--- src/hdl/xffe_pkg.sv ---
// Shared types and constants of the forwarded-for IPv4 extractor.
package xffe_pkg;

	localparam int unsigned NAME_LEN = 16;

	// Header name in lower case, including the colon.
	localparam logic [7:0] NAME_TEXT [NAME_LEN] = '{
		8'h78, 8'h2D, 8'h66, 8'h6F, 8'h72, 8'h77, 8'h61, 8'h72,
		8'h64, 8'h65, 8'h64, 8'h2D, 8'h66, 8'h6F, 8'h72, 8'h3A
	};

	localparam logic [7:0] CH_TAB     = 8'h09;
	localparam logic [7:0] CH_LF      = 8'h0A;
	localparam logic [7:0] CH_CR      = 8'h0D;
	localparam logic [7:0] CH_SPACE   = 8'h20;
	localparam logic [7:0] CH_COMMA   = 8'h2C;
	localparam logic [7:0] CH_DOT     = 8'h2E;
	localparam logic [7:0] CH_ZERO    = 8'h30;
	localparam logic [7:0] CH_NINE    = 8'h39;
	localparam logic [7:0] CH_UPPER_A = 8'h41;
	localparam logic [7:0] CH_UPPER_Z = 8'h5A;
	localparam logic [7:0] CASE_SHIFT = 8'h20;

	localparam logic [11:0] OCTET_MAX = 12'd255;
	localparam logic [1:0]  LAST_OCTET = 2'd3;
	localparam logic [1:0]  MAX_DIGITS = 2'd3;

	typedef logic [1:0] status_t;
	localparam status_t ST_ABSENT = 2'd0;
	localparam status_t ST_BAD    = 2'd1;
	localparam status_t ST_VALID  = 2'd2;

	typedef enum logic [1:0] {
		PH_LEAD   = 2'd0,
		PH_DIGITS = 2'd1,
		PH_TRAIL  = 2'd2,
		PH_BAD    = 2'd3
	} phase_t;

	typedef struct packed {
		phase_t      phase;
		logic [1:0]  octet_idx;
		logic [1:0]  digit_cnt;
		logic [7:0]  octet_val;
		logic [23:0] addr_acc;
	} tok_state_t;

	// Control from the header tracker to the token parser.
	typedef struct packed {
		logic step;     // a byte is processed this cycle
		logic feed;     // byte belongs to the header value
		logic clear;    // header name just completed
		logic restart;  // final byte of the request
	} tok_ctl_t;

	// Verdict on the token as it stands after the current byte.
	typedef struct packed {
		logic        valid;
		logic [31:0] address;
	} tok_verdict_t;

endpackage

--- src/hdl/xffe_byte_if.sv ---
// Request byte channel: valid/ready handshake carrying one byte per beat.
interface xffe_byte_if;
	logic       valid;
	logic       ready;
	logic [7:0] data_byte;
	logic       end_of_request;

	modport source (output valid, output data_byte, output end_of_request, input ready);
	modport sink (input valid, input data_byte, input end_of_request, output ready);
endinterface

--- src/hdl/xffe_result_if.sv ---
// Result channel: valid/ready handshake carrying status and client address.
interface xffe_result_if;
	logic        valid;
	logic        ready;
	logic [1:0]  status;
	logic [31:0] client_address;

	modport source (output valid, output status, output client_address, input ready);
	modport sink (input valid, input status, input client_address, output ready);
endinterface

--- src/hdl/forwarded_for_ipv4_extractor_unit.sv ---
// Top level of the rightmost X-Forwarded-For IPv4 extractor.
//
// The request channel takes the text of an HTTP request, one byte per beat, with
// end_of_request marking the final byte. The result channel gives exactly one
// beat per request, after its final byte: status 0 when no x-forwarded-for
// header was found at a line start, 1 when the rightmost token of the last such
// header is empty or not a strict dotted quad, and 2 with the address in
// client_address (first octet in bits 31..24) otherwise.
// Throughput is one byte per clock. A byte is registered at the input, the
// header tracker and token parser update their state from it, and on a final
// byte the verdict is loaded into the result register. When the receiver
// stalls, a waiting result holds; bytes that are not final keep flowing, and
// only a second final byte waits in the input register until the result slot
// frees. After each final byte all parsing state returns to its reset value,
// so the next byte starts a new request. Reset empties the input and result
// registers and clears all parsing state; nothing is lost or repeated.
module forwarded_for_ipv4_extractor_unit
	import xffe_pkg::*;
(
	input  logic                 clk,
	input  logic                 arst_n,
	xffe_byte_if.sink            request,
	xffe_result_if.source        result
);

	// Input register.
	logic       valid_s1;
	logic [7:0] byte_s1;
	logic       last_s1;

	// Header tracking state.
	logic        line_start_q;
	logic [3:0]  name_cnt_q;
	logic        in_value_q;
	logic        prev_cr_q;
	logic        header_seen_q;
	logic        commit_valid_q;
	logic [31:0] commit_addr_q;

	logic        line_start_n;
	logic [3:0]  name_cnt_n;
	logic        in_value_n;
	logic        prev_cr_n;
	logic        header_seen_n;
	logic        commit_valid_n;
	logic [31:0] commit_addr_n;

	// Result register.
	logic        out_valid_q;
	status_t     out_status_q;
	logic [31:0] out_addr_q;

	logic         step;
	logic         eol;
	logic [7:0]   lower;
	tok_ctl_t     tok_ctl;
	tok_verdict_t tok_verdict;
	logic         final_valid;
	logic [31:0]  final_addr;
	status_t      final_status;

	// A byte moves on unless it is final and the result slot is still occupied.
	assign step = valid_s1 && (!last_s1 || !out_valid_q || result.ready);
	assign request.ready = !valid_s1 || step;

	always_ff @(posedge clk or negedge arst_n) begin
		if (!arst_n) begin
			valid_s1 <= 1'b0;
		end else if (request.ready) begin
			valid_s1 <= request.valid;
		end
	end

	always_ff @(posedge clk) begin
		if (request.ready && request.valid) begin
			byte_s1 <= request.data_byte;
			last_s1 <= request.end_of_request;
		end
	end

	assign eol   = (byte_s1 == CH_CR) || (byte_s1 == CH_LF);
	assign lower = (byte_s1 >= CH_UPPER_A && byte_s1 <= CH_UPPER_Z) ?
		byte_s1 + CASE_SHIFT : byte_s1;

	// Token parser control, decoded from the registered tracking state and the registered byte.
	always_comb begin
		tok_ctl.step    = step;
		tok_ctl.restart = last_s1;
		tok_ctl.feed    = in_value_q && !(byte_s1 == CH_LF && prev_cr_q);
		tok_ctl.clear   = !in_value_q && line_start_q && (lower == NAME_TEXT[name_cnt_q]) &&
			(name_cnt_q == 4'(NAME_LEN - 1));
	end

	// Header name matching and value boundaries. A value ends only at CR LF;
	// a lone LF is fed to the token parser like any other value byte.
	always_comb begin
		line_start_n   = line_start_q;
		name_cnt_n     = name_cnt_q;
		in_value_n     = in_value_q;
		prev_cr_n      = prev_cr_q;
		header_seen_n  = header_seen_q;
		commit_valid_n = commit_valid_q;
		commit_addr_n  = commit_addr_q;
		if (in_value_q) begin
			if (byte_s1 == CH_LF && prev_cr_q) begin
				// No feed this cycle, so the verdict reflects the closed token.
				commit_valid_n = tok_verdict.valid;
				commit_addr_n  = tok_verdict.address;
				in_value_n     = 1'b0;
				prev_cr_n      = 1'b0;
				line_start_n   = 1'b1;
				name_cnt_n     = 4'd0;
			end else begin
				prev_cr_n    = (byte_s1 == CH_CR);
			end
		end else if (line_start_q) begin
			if (lower == NAME_TEXT[name_cnt_q]) begin
				if (name_cnt_q == 4'(NAME_LEN - 1)) begin
					name_cnt_n    = 4'd0;
					line_start_n  = 1'b0;
					in_value_n    = 1'b1;
					header_seen_n = 1'b1;
					prev_cr_n     = 1'b0;
				end else begin
					name_cnt_n = name_cnt_q + 4'd1;
				end
			end else begin
				name_cnt_n   = 4'd0;
				line_start_n = eol;
			end
		end else begin
			line_start_n = eol;
		end
	end

	xffe_token u_token (
		.clk       (clk),
		.arst_n    (arst_n),
		.ctl       (tok_ctl),
		.data_byte (byte_s1),
		.verdict   (tok_verdict)
	);

	// An open value is judged as it stands; otherwise the last closed one counts.
	assign final_valid = in_value_n ? tok_verdict.valid : commit_valid_n;
	assign final_addr  = in_value_n ? tok_verdict.address : commit_addr_n;
	assign final_status = !header_seen_n ? ST_ABSENT :
		(final_valid ? ST_VALID : ST_BAD);

	always_ff @(posedge clk or negedge arst_n) begin
		if (!arst_n) begin
			line_start_q   <= 1'b1;
			name_cnt_q     <= 4'd0;
			in_value_q     <= 1'b0;
			prev_cr_q      <= 1'b0;
			header_seen_q  <= 1'b0;
			commit_valid_q <= 1'b0;
			commit_addr_q  <= 32'd0;
		end else if (step) begin
			if (last_s1) begin
				line_start_q   <= 1'b1;
				name_cnt_q     <= 4'd0;
				in_value_q     <= 1'b0;
				prev_cr_q      <= 1'b0;
				header_seen_q  <= 1'b0;
				commit_valid_q <= 1'b0;
				commit_addr_q  <= 32'd0;
			end else begin
				line_start_q   <= line_start_n;
				name_cnt_q     <= name_cnt_n;
				in_value_q     <= in_value_n;
				prev_cr_q      <= prev_cr_n;
				header_seen_q  <= header_seen_n;
				commit_valid_q <= commit_valid_n;
				commit_addr_q  <= commit_addr_n;
			end
		end
	end

	always_ff @(posedge clk or negedge arst_n) begin
		if (!arst_n) begin
			out_valid_q <= 1'b0;
		end else if (step && last_s1) begin
			out_valid_q <= 1'b1;
		end else if (result.ready) begin
			out_valid_q <= 1'b0;
		end
	end

	always_ff @(posedge clk) begin
		if (step && last_s1) begin
			out_status_q <= final_status;
			out_addr_q   <= (final_status == ST_VALID) ? final_addr : 32'd0;
		end
	end

	assign result.valid          = out_valid_q;
	assign result.status         = out_status_q;
	assign result.client_address = out_addr_q;

	// A header value and a pending name match exclude each other.
	assert property (@(posedge clk) disable iff (!arst_n)
		!(in_value_q && line_start_q))
		else $error("value tracking and line start both active");

	assert property (@(posedge clk) disable iff (!arst_n)
		name_cnt_q != 4'd0 |-> line_start_q)
		else $error("name match in progress away from a line start");

	assert property (@(posedge clk) disable iff (!arst_n)
		out_valid_q |-> (out_status_q == ST_ABSENT || out_status_q == ST_BAD ||
			out_status_q == ST_VALID))
		else $error("result carries an undefined status");

	assert property (@(posedge clk) disable iff (!arst_n)
		out_valid_q && out_addr_q != 32'd0 |-> out_status_q == ST_VALID)
		else $error("address reported without a valid status");

	assert property (@(posedge clk) disable iff (!arst_n)
		step && last_s1 |=> !header_seen_q && !in_value_q && line_start_q)
		else $error("parsing state not restarted after a final byte");

endmodule

--- src/hdl/xffe_token.sv ---
// Dotted-quad parser for the rightmost comma-separated token of a header value.
module xffe_token
	import xffe_pkg::*;
(
	input  logic         clk,
	input  logic         arst_n,
	input  tok_ctl_t     ctl,
	input  logic [7:0]   data_byte,
	output tok_verdict_t verdict
);

	tok_state_t cur_q;
	tok_state_t fed;
	tok_state_t nxt;
	tok_state_t empty;

	logic        is_space;
	logic        is_digit;
	logic [11:0] value;

	assign empty = '{phase: PH_LEAD, octet_idx: 2'd0, digit_cnt: 2'd0,
		octet_val: 8'd0, addr_acc: 24'd0};

	assign is_space = (data_byte == CH_SPACE) || (data_byte == CH_TAB) ||
		(data_byte == CH_CR) || (data_byte == CH_LF);
	assign is_digit = (data_byte >= CH_ZERO) && (data_byte <= CH_NINE);
	// octet * 10 + digit, as two shifts and adds
	assign value = {1'b0, cur_q.octet_val, 3'b000} + {3'b000, cur_q.octet_val, 1'b0}
		+ {4'd0, data_byte - CH_ZERO};

	always_comb begin
		fed = cur_q;
		if (data_byte == CH_COMMA) begin
			fed = empty;
		end else if (cur_q.phase == PH_BAD) begin
			fed = cur_q;
		end else if (is_space) begin
			if (cur_q.phase == PH_DIGITS) begin
				fed.phase = PH_TRAIL;
			end
		end else if (cur_q.phase == PH_TRAIL) begin
			fed.phase = PH_BAD;
		end else if (is_digit) begin
			if (cur_q.digit_cnt == MAX_DIGITS || value > OCTET_MAX) begin
				fed.phase = PH_BAD;
			end else begin
				fed.phase     = PH_DIGITS;
				fed.octet_val = value[7:0];
				fed.digit_cnt = cur_q.digit_cnt + 2'd1;
			end
		end else if (data_byte == CH_DOT && cur_q.phase == PH_DIGITS &&
				cur_q.digit_cnt != 2'd0 && cur_q.octet_idx != LAST_OCTET) begin
			fed.addr_acc  = {cur_q.addr_acc[15:0], cur_q.octet_val};
			fed.octet_idx = cur_q.octet_idx + 2'd1;
			fed.digit_cnt = 2'd0;
			fed.octet_val = 8'd0;
		end else begin
			fed.phase = PH_BAD;
		end
	end

	always_comb begin
		if (ctl.clear) begin
			nxt = empty;
		end else if (ctl.feed) begin
			nxt = fed;
		end else begin
			nxt = cur_q;
		end
	end

	assign verdict.valid = (nxt.phase == PH_DIGITS || nxt.phase == PH_TRAIL) &&
		nxt.octet_idx == LAST_OCTET && nxt.digit_cnt != 2'd0;
	assign verdict.address = {nxt.addr_acc, nxt.octet_val};

	always_ff @(posedge clk or negedge arst_n) begin
		if (!arst_n) begin
			cur_q <= empty;
		end else if (ctl.step) begin
			cur_q <= ctl.restart ? empty : nxt;
		end
	end

endmodule

--- src/flat_wrapper.sv ---
// flat-port wrapper written by rule: the top's interface ports become plain ports
module forwarded_for_ipv4_extractor_unit_flat import xffe_pkg::*;
  (clk, arst_n, request_valid, request_data_byte, request_end_of_request, request_ready, result_valid, result_status, result_client_address, result_ready);
  xffe_byte_if request_i ();
  xffe_result_if result_i ();
  input  logic clk;
  input  logic arst_n;
  input wire logic [$bits(request_i.valid)-1:0] request_valid;
  input wire logic [$bits(request_i.data_byte)-1:0] request_data_byte;
  input wire logic [$bits(request_i.end_of_request)-1:0] request_end_of_request;
  output wire logic [$bits(request_i.ready)-1:0] request_ready;
  output wire logic [$bits(result_i.valid)-1:0] result_valid;
  output wire logic [$bits(result_i.status)-1:0] result_status;
  output wire logic [$bits(result_i.client_address)-1:0] result_client_address;
  input wire logic [$bits(result_i.ready)-1:0] result_ready;
  assign request_i.valid = request_valid;
  assign request_i.data_byte = request_data_byte;
  assign request_i.end_of_request = request_end_of_request;
  assign request_ready = request_i.ready;
  assign result_valid = result_i.valid;
  assign result_status = result_i.status;
  assign result_client_address = result_i.client_address;
  assign result_i.ready = result_ready;
  forwarded_for_ipv4_extractor_unit u_core (.clk(clk), .arst_n(arst_n), .request(request_i), .result(result_i));
endmodule
--- config.mk ---
export PLATFORM = sky130hd
export DESIGN_NAME = forwarded_for_ipv4_extractor_unit_flat
export DESIGN_NICKNAME = d
export VERILOG_FILES = /design/src/hdl/xffe_pkg.sv /design/src/hdl/xffe_byte_if.sv /design/src/hdl/xffe_result_if.sv /design/src/hdl/forwarded_for_ipv4_extractor_unit.sv /design/src/hdl/xffe_token.sv /design/src/flat_wrapper.sv
export SDC_FILE = /design/constraint.sdc
export NUM_CORES = 1
export LEC_CHECK = 0
export BUFFER_PORTS_ARGS = -buffer_cell sky130_fd_sc_hd__clkbuf_2
export CAP_MARGIN = 25
export CORE_ASPECT_RATIO = 1.4
export CORE_MARGIN = 2
export CORE_UTILIZATION = 52
export DETAILED_ROUTE_END_ITERATION = 12
export GPL_ROUTABILITY_DRIVEN = 0
export GPL_TIMING_DRIVEN = 1
export PLACE_DENSITY = 0.7
export SLEW_MARGIN = 20
export SYNTH_ARGS = -nofsm -noshare
export SYNTH_HDL_FRONTEND = slang
export SYNTH_SLANG_ARGS = --single-unit
--- constraint.sdc ---
create_clock -name clk -period 4.8 [get_ports clk]
set_input_delay 0.72 -clock clk [delete_from_list [all_inputs] [get_ports clk]]
set_output_delay 0.72 -clock clk [all_outputs]
set_load 0.005 [all_outputs]
Word level (Yosys, flattened, before mapping). Memories as Yosys holds them, arrays and structs flattened. Index checks and enable logic that the tools add are counted.

Mux-type cells: 62. Order comparisons: 6. Equal/unequal tests: 18. Bitwise operators: 1. Reduce and logical (&&, ||, !) cells: 38. Add/subtract/negate cells: 7.

Operator list (count): $mux W38 (5); $mux W32 (4); $mux W36 (3); $mux W1 (29); $eq A8 B4 Y1 const B (3); $eq A8 B6 Y1 const B (3); $mux W24 (1); $mux W4 (6); $mux W8 (3); $mux W10 (2); $mux W2 (9); $logic_and A1 B1 Y1 (15); $add A11 B9 Y12 (1); $add A12 B8 Y12 (1); $eq A2 B2 Y1 const B (6); $gt A12 B8 Y1 const B (1); $logic_or A1 B1 Y1 (9); $reduce_bool A3 Y1 (3); $add A8 B6 Y8 const B (1); $eq A8 B8 Y1 (1); $ge A8 B6 Y1 const B (1); $ge A8 B7 Y1 const B (1); $le A8 B6 Y1 const B (1); $le A8 B7 Y1 const B (1); 14 further kinds (22).

Memory bits (read-only): 128. Output and inout port bits: 36. Register bits after elaboration: 124. Input bits: 13. Word-level logic and storage cells: 151. Memories kept: 1.

Memories: (no name shown) (depth 16, bits a word 8, rd ports 1, clocked after Yosys merged registers in 0, write ports 0, RTL line forwarded_for_ipv4_extractor_unit.sv:90) `tok_ctl.clear = !in_value_q && line_start_q && (lower == NAME_TEXT[name_cnt_q]) &&`.

Depth between registers and ports, before layout.
Depth in word-level cells: 22. Mapped depth: 17. Gate-level depth less buffers: 15.

Hierarchy. From an unflattened synthesis, not the netlist that was laid out.

Cell total of the unflattened synthesis: 687. Area total of the unflattened synthesis: 7074.3 um^2.

Modules (own cells, without submodules): forwarded_for_ipv4_extractor_unit (area each 4126.5 um^2, cells each 365, sequential area each 2368.5 um^2, instances 1); xffe_token (area each 2947.8 um^2, cells each 322, sequential area each 950.9 um^2, instances 1).

Worst setup path after synthesis. Ideal clock, no wire load.

Path type: reg-to-reg. From: register u_core.byte_s1[6]. To: register u_core.out_addr_q[26], in the netlist u_core.result.client_address[26], data pin. Clock period less this slack: 4157 ps. Stages on the path, launching flop included: 17. Setup slack: 643 ps. Path buffers: 2. Arrival: 3987 ps. Library setup time: 170 ps. Required time: 4630 ps. Cells stage by stage: edfxtp_1 > buf_2 > inv_1 > ha_1 > a21oi_1 > xnor2_1 > fa_1 > inv_1 > ha_1 > or2_2 > o41ai_1 > mux2_2 > or4_1 > a221oi_2 > o22ai_2 > buf_6 > a311oi_2.

Word-level cells in the longest chain between the ends: 22. Elaborated cells between the ends (all ways): 69. Those cells by class: add/sub (3); order compare (5); eq/ne (11); mux (32); reduce/logical (18).

Ends and longest elaborated chain: start: declaration (RTL line forwarded_for_ipv4_extractor_unit.sv:28) `logic [7:0] byte_s1;`; start signal: assignment (RTL line forwarded_for_ipv4_extractor_unit.sv:76) `byte_s1 <= request.data_byte;`; $sub A8 B6 Y8 or $eq A8 B6 Y1 (tied branches) (RTL line xffe_token.sv:29, xffe_token.sv:51); $add A12 B8 Y12 or $logic_and A1 B1 Y1 (tied branches) (RTL line xffe_token.sv:29, xffe_token.sv:51); $gt A12 B8 Y1 or $logic_and A1 B1 Y1 (tied branches) (RTL line xffe_token.sv:44, xffe_token.sv:51); $logic_or A1 B1 Y1 or $logic_and A1 B1 Y1 (tied branches) (RTL line xffe_token.sv:44, xffe_token.sv:52); $mux W2, on equally long branches (RTL line xffe_token.sv:44, xffe_token.sv:51); $mux W2 (RTL line xffe_token.sv:43) `end else if (is_digit) begin`; $mux W2 (RTL line xffe_token.sv:41) `end else if (cur_q.phase == PH_TRAIL) begin`; $mux W2 (RTL line xffe_token.sv:37) `end else if (is_space) begin`; [6 not listed]; $logic_and A1 B1 Y1 (RTL line xffe_token.sv:72) `assign verdict.valid = (nxt.phase == PH_DIGITS || nxt.phase == PH_TRAIL) &&`; $logic_and A1 B1 Y1 (RTL line xffe_token.sv:73) `nxt.octet_idx == LAST_OCTET && nxt.digit_cnt != 2'd0;`; $mux W1 (RTL line forwarded_for_ipv4_extractor_unit.sv:105) `if (byte_s1 == CH_LF && prev_cr_q) begin`; $mux W1 (RTL line forwarded_for_ipv4_extractor_unit.sv:104) `if (in_value_q) begin`; $mux W1 (RTL line forwarded_for_ipv4_extractor_unit.sv:145) `assign final_valid = in_value_n ? tok_verdict.valid : commit_valid_n;`; $mux W2 (RTL line forwarded_for_ipv4_extractor_unit.sv:148) `(final_valid ? ST_VALID : ST_BAD);`; $mux W2 (RTL line forwarded_for_ipv4_extractor_unit.sv:147) `assign final_status = !header_seen_n ? ST_ABSENT :`; $eq A2 B2 Y1 (RTL line forwarded_for_ipv4_extractor_unit.sv:193) `out_addr_q <= (final_status == ST_VALID) ? final_addr : 32'd0;`; end signal: assignment (RTL line forwarded_for_ipv4_extractor_unit.sv:193); end: declaration (RTL line forwarded_for_ipv4_extractor_unit.sv:51) `logic [31:0] out_addr_q;`.

Parallel ways exist; a longest one is shown, timed or not. A chain may end at the register's enable or synchronous reset.

Worst setup path after layout.
From: register u_core.byte_s1[5]. To: register u_core.out_addr_q[5], in the netlist u_core.result.client_address[5], data pin.

The elaborated chain is that of the path after synthesis.

==> metrics.md <==
| Metric | Value |
|---|---|
| Status | finished clean |
| Final setup fails | 0 |
| Relative slew slack | 0.371 |
| Setup Skew | 0.00909 ns |
| CTS Buf Count | 17 |
| Share of layout cells above drive strength 1 | 0.169 |
| Net count after synthesis | 656 |
| Nets | 702 |
| Via count | 5234 |
| Clock Pin Slew Worst Setup and Hold Paths | 0.05 ns |
| Die area | 14000 um2 |
| Synth area leader | dfrtp_1 |
| Origin of the worst setup path | u_core.byte_s1[5] |
| Clock sink count | 124 |
| Mapped Avg Cell Area | 11.1 um2 |
| Total of max-cap violations | 0 |
| Power Density | 320 nW/um2 |
| Hold slack | 0.333 ns |
| Top-count cell post-synth | dfrtp_1 |
| Seq/Total Area, Yosys | 0.490 |
| Routed vias/inst | 6.36 |
| Post-Synthesis Cells | 611 |
| WP data arrival | 4.76 ns |
| FF-to-FF setup slack | 0.31 ns |
| Final Hold Viols | 0 |
| Total power | 0.00249 W |
| Total global-route track usage | 0.255 |
| Post-synthesis register bit count | 124 |
| Diodes inserted | 0 |
| Grt total ovfl | 0 |
| LEAKAGE | 3.49 nW |
| Synthesized cell area | 6780 um2 |
| CP max stage cell | or4_1 |
| Most used DFF post-synth | dfrtp_1 |
| Post-place setup slack | 0.209 ns |
| DRT iter0 DRCs | 353 |
| Unique masters post-synth | 72 |
| Post-DRT Antenna Nets | 0 |
| CP peak stage delay | 0.57 ns |
| Drt wl/cell | 20.3 um |
| H-tree depth | 4 |
| Total Wirelength | 16700 um |
| Die Y | 139 um |
| Max Slew Vio Count | 0 |
| Clk root buf | clkbuf_16 |
| PortBufs | 48 |
| Yosys warns | 0 |
| Synthesis-to-finish area growth | 14.7% |
| Final worst setup slack | 0.306 ns |
| Crit path time final | 4.49 ns |
| Clock buffer depth | 2 |
| Final Instance Area | 7780 um2 |
| CTS tree | built |
| Startpoint Class | flop |
| Number of buffers and inverters on the critical path | 2 |
| Post-synth top area share | 0.295 |
| Crit-path max FO | 12 |
| Synth async-reset ratio | 0.653 |
| Core ar. | 12800 um2 |
| Top cell by count, worst path | ha_1 |
| Crit Reg-Reg Startpoint | u_core.byte_s1[5] |
| Die X | 100 um |
| Worst path top cell family by delay | compound AO/OA/AOI/OAI gates |
| Remaining DRCs | 0 |
| Boundary Pins | 49 |
| Crit share post-route | 0.936 |
| Cts hold-fix bufs | 0 |
| Final HPWL DP | 11500 um |
| Worst Tran Pin Value | 0.933 ns |
| Worst VDD drop | 0.173 mV |
| Worst-Skew Late Latency | 0.42 ns |
| Filler cells | 1046 |
| Post-cts sizing count | 0 |
| Vias in the first global route | 5318 |
| Cell area after placement | 7170 um2 |
| Pre-antenna DRT Iters | 7 |
| Starting Density | 0.529 |
| Worst EP required | 5.06 ns |
| Synth cell count leaders | dfrtp_1 (80), a22o_1 (59), nor2_1 (47) |
| Crit-path cells | ha_1 > a21oi_1 > xnor2_1 > fa_1 > inv_1 > ha_1 > or2_2 > o41ai_2 > mux2_2 > or4_1 > a221oi_4 > o22ai_4 > buf_4 > a31oi_1 |
| Crit path capture type | flop |
| Post-CTS Repair Setup Buffers | 0 |
| Crit Path Class | reg2reg |
| First-pass GRT wire length | 27500 um |
| Hold/Removal Path Class | in2async |
| Fmax achieved | 223 MHz |
| Largest net degree at the start of global routing | 82 |
| Core Rows | 49 |
| Initial antenna violation count | 0 |
| EDFF count, synth | 43 |
| Synth area leaders | dfrtp_1 (30%), edfxtp_1 (19%), a22o_1 (7.6%) |
==> report_power, final <==
| part | total [W] | internal (W) | switching, W |
|---|---|---|---|
| sequential | 0.00113 | 0.00112 | 0.0000179 |
| combinational | 0.000132 | 0.0000440 | 0.0000883 |
| clock | 0.00122 | 0.000777 | 0.000447 |
| total | 0.00249 | 0.00194 | 0.000553 |
==> final timing paths <==
kind	cells after the start	endpoint
worst max-delay path	14	u_core.result.client_address[5]
worst min-delay path	1	u_core.u_token.cur_q[18]
worst max register to register	14	u_core.result.client_address[5]
worst min register to register	1	u_core.commit_valid_q
max in group asynchronous	1	u_core.u_token.cur_q[28]
min in group clk	1	u_core.byte_s1[6]
==> metrics by stage <==
stage | utilization | setup TNS (ns) | std cells
4_1_cts | 0.605 | 0 | 823
3_3_place_gp | 0.560 | 0 | 791
2_1_floorplan | - | 0 | 611
3_5_place_dp | 0.560 | 0 | 791
6_report | 0.607 | 0 | 823
5_1_grt | 0.607 | -0.00867 | 823
==> metal layers <==
layer  global-route usage  up-vias  part of all wire
met5                    0        -                 0
li1                     -     2396                 -
met3               0.0549       54             0.047
met2                0.427      177              0.52
met4                0.136        0             0.041
met1                0.304     2607              0.40
==> cells by family after synthesis <==
family / synth area share
xor+xnor: 0.0129
simple gates: 0.131
flops: 0.490
mux: 0.0602
buf+inv: 0.0360
fa+ha+maj: 0.0657
compound gates: 0.204
==> area by class of cell <==
cell class	instances	area [um2]	share of cell area
Sequential cell	124	3320	0.427
Multi-Input combinational cell	428	3250	0.418
Clock buffer	27	547	0.0703
Timing Repair Buffer	62	352	0.0452
Tap cell	153	191	0.0246
Inverter	24	90.1	0.0116
Clock inverter	5	28.8	0.00370
==> worst reg2reg max path: cells and delay by family (launching register included) <==
| kind | cells | cell delay, ns |
|---|---|---|
| AOI/OAI and AO/OA | 5 | 1.18 |
| adders and majority gates | 3 | 0.98 |
| and+or+nand+nor | 2 | 0.88 |
| DFF | 1 | 0.51 |
| muxes | 1 | 0.41 |
| buffers and inverters | 2 | 0.27 |
| xor gates and xnor gates | 1 | 0.10 |
==> state kept, by name (all words and copies together), names as in the netlist, 2 cells and up <==
name                          flops
u_core.byte_s1                    8
u_core.commit_addr_q             32
u_core.name_cnt_q                 4
u_core.result.client_address     32
u_core.result.status              2
u_core.u_token.cur_q             38
==> cells in the final DEF (no fill, tap or decap), types with 7 or more instances in the layout <==
cell,count
dfrtp_1,80
a22o_1,59
clkbuf_2,47
nor2_1,46
edfxtp_1,43
nand2_1,38
mux2i_1,34
ha_1,26
inv_1,23
clkbuf_16,20
a21oi_1,18
nor3_1,16
o21ai_0,16
o22a_1,14
buf_4,14
nand2b_1,13
a32o_1,9
a21o_1,8
xnor2_1,7
nand3_1,7
Note: power is estimated with default switching activity, not from simulation.
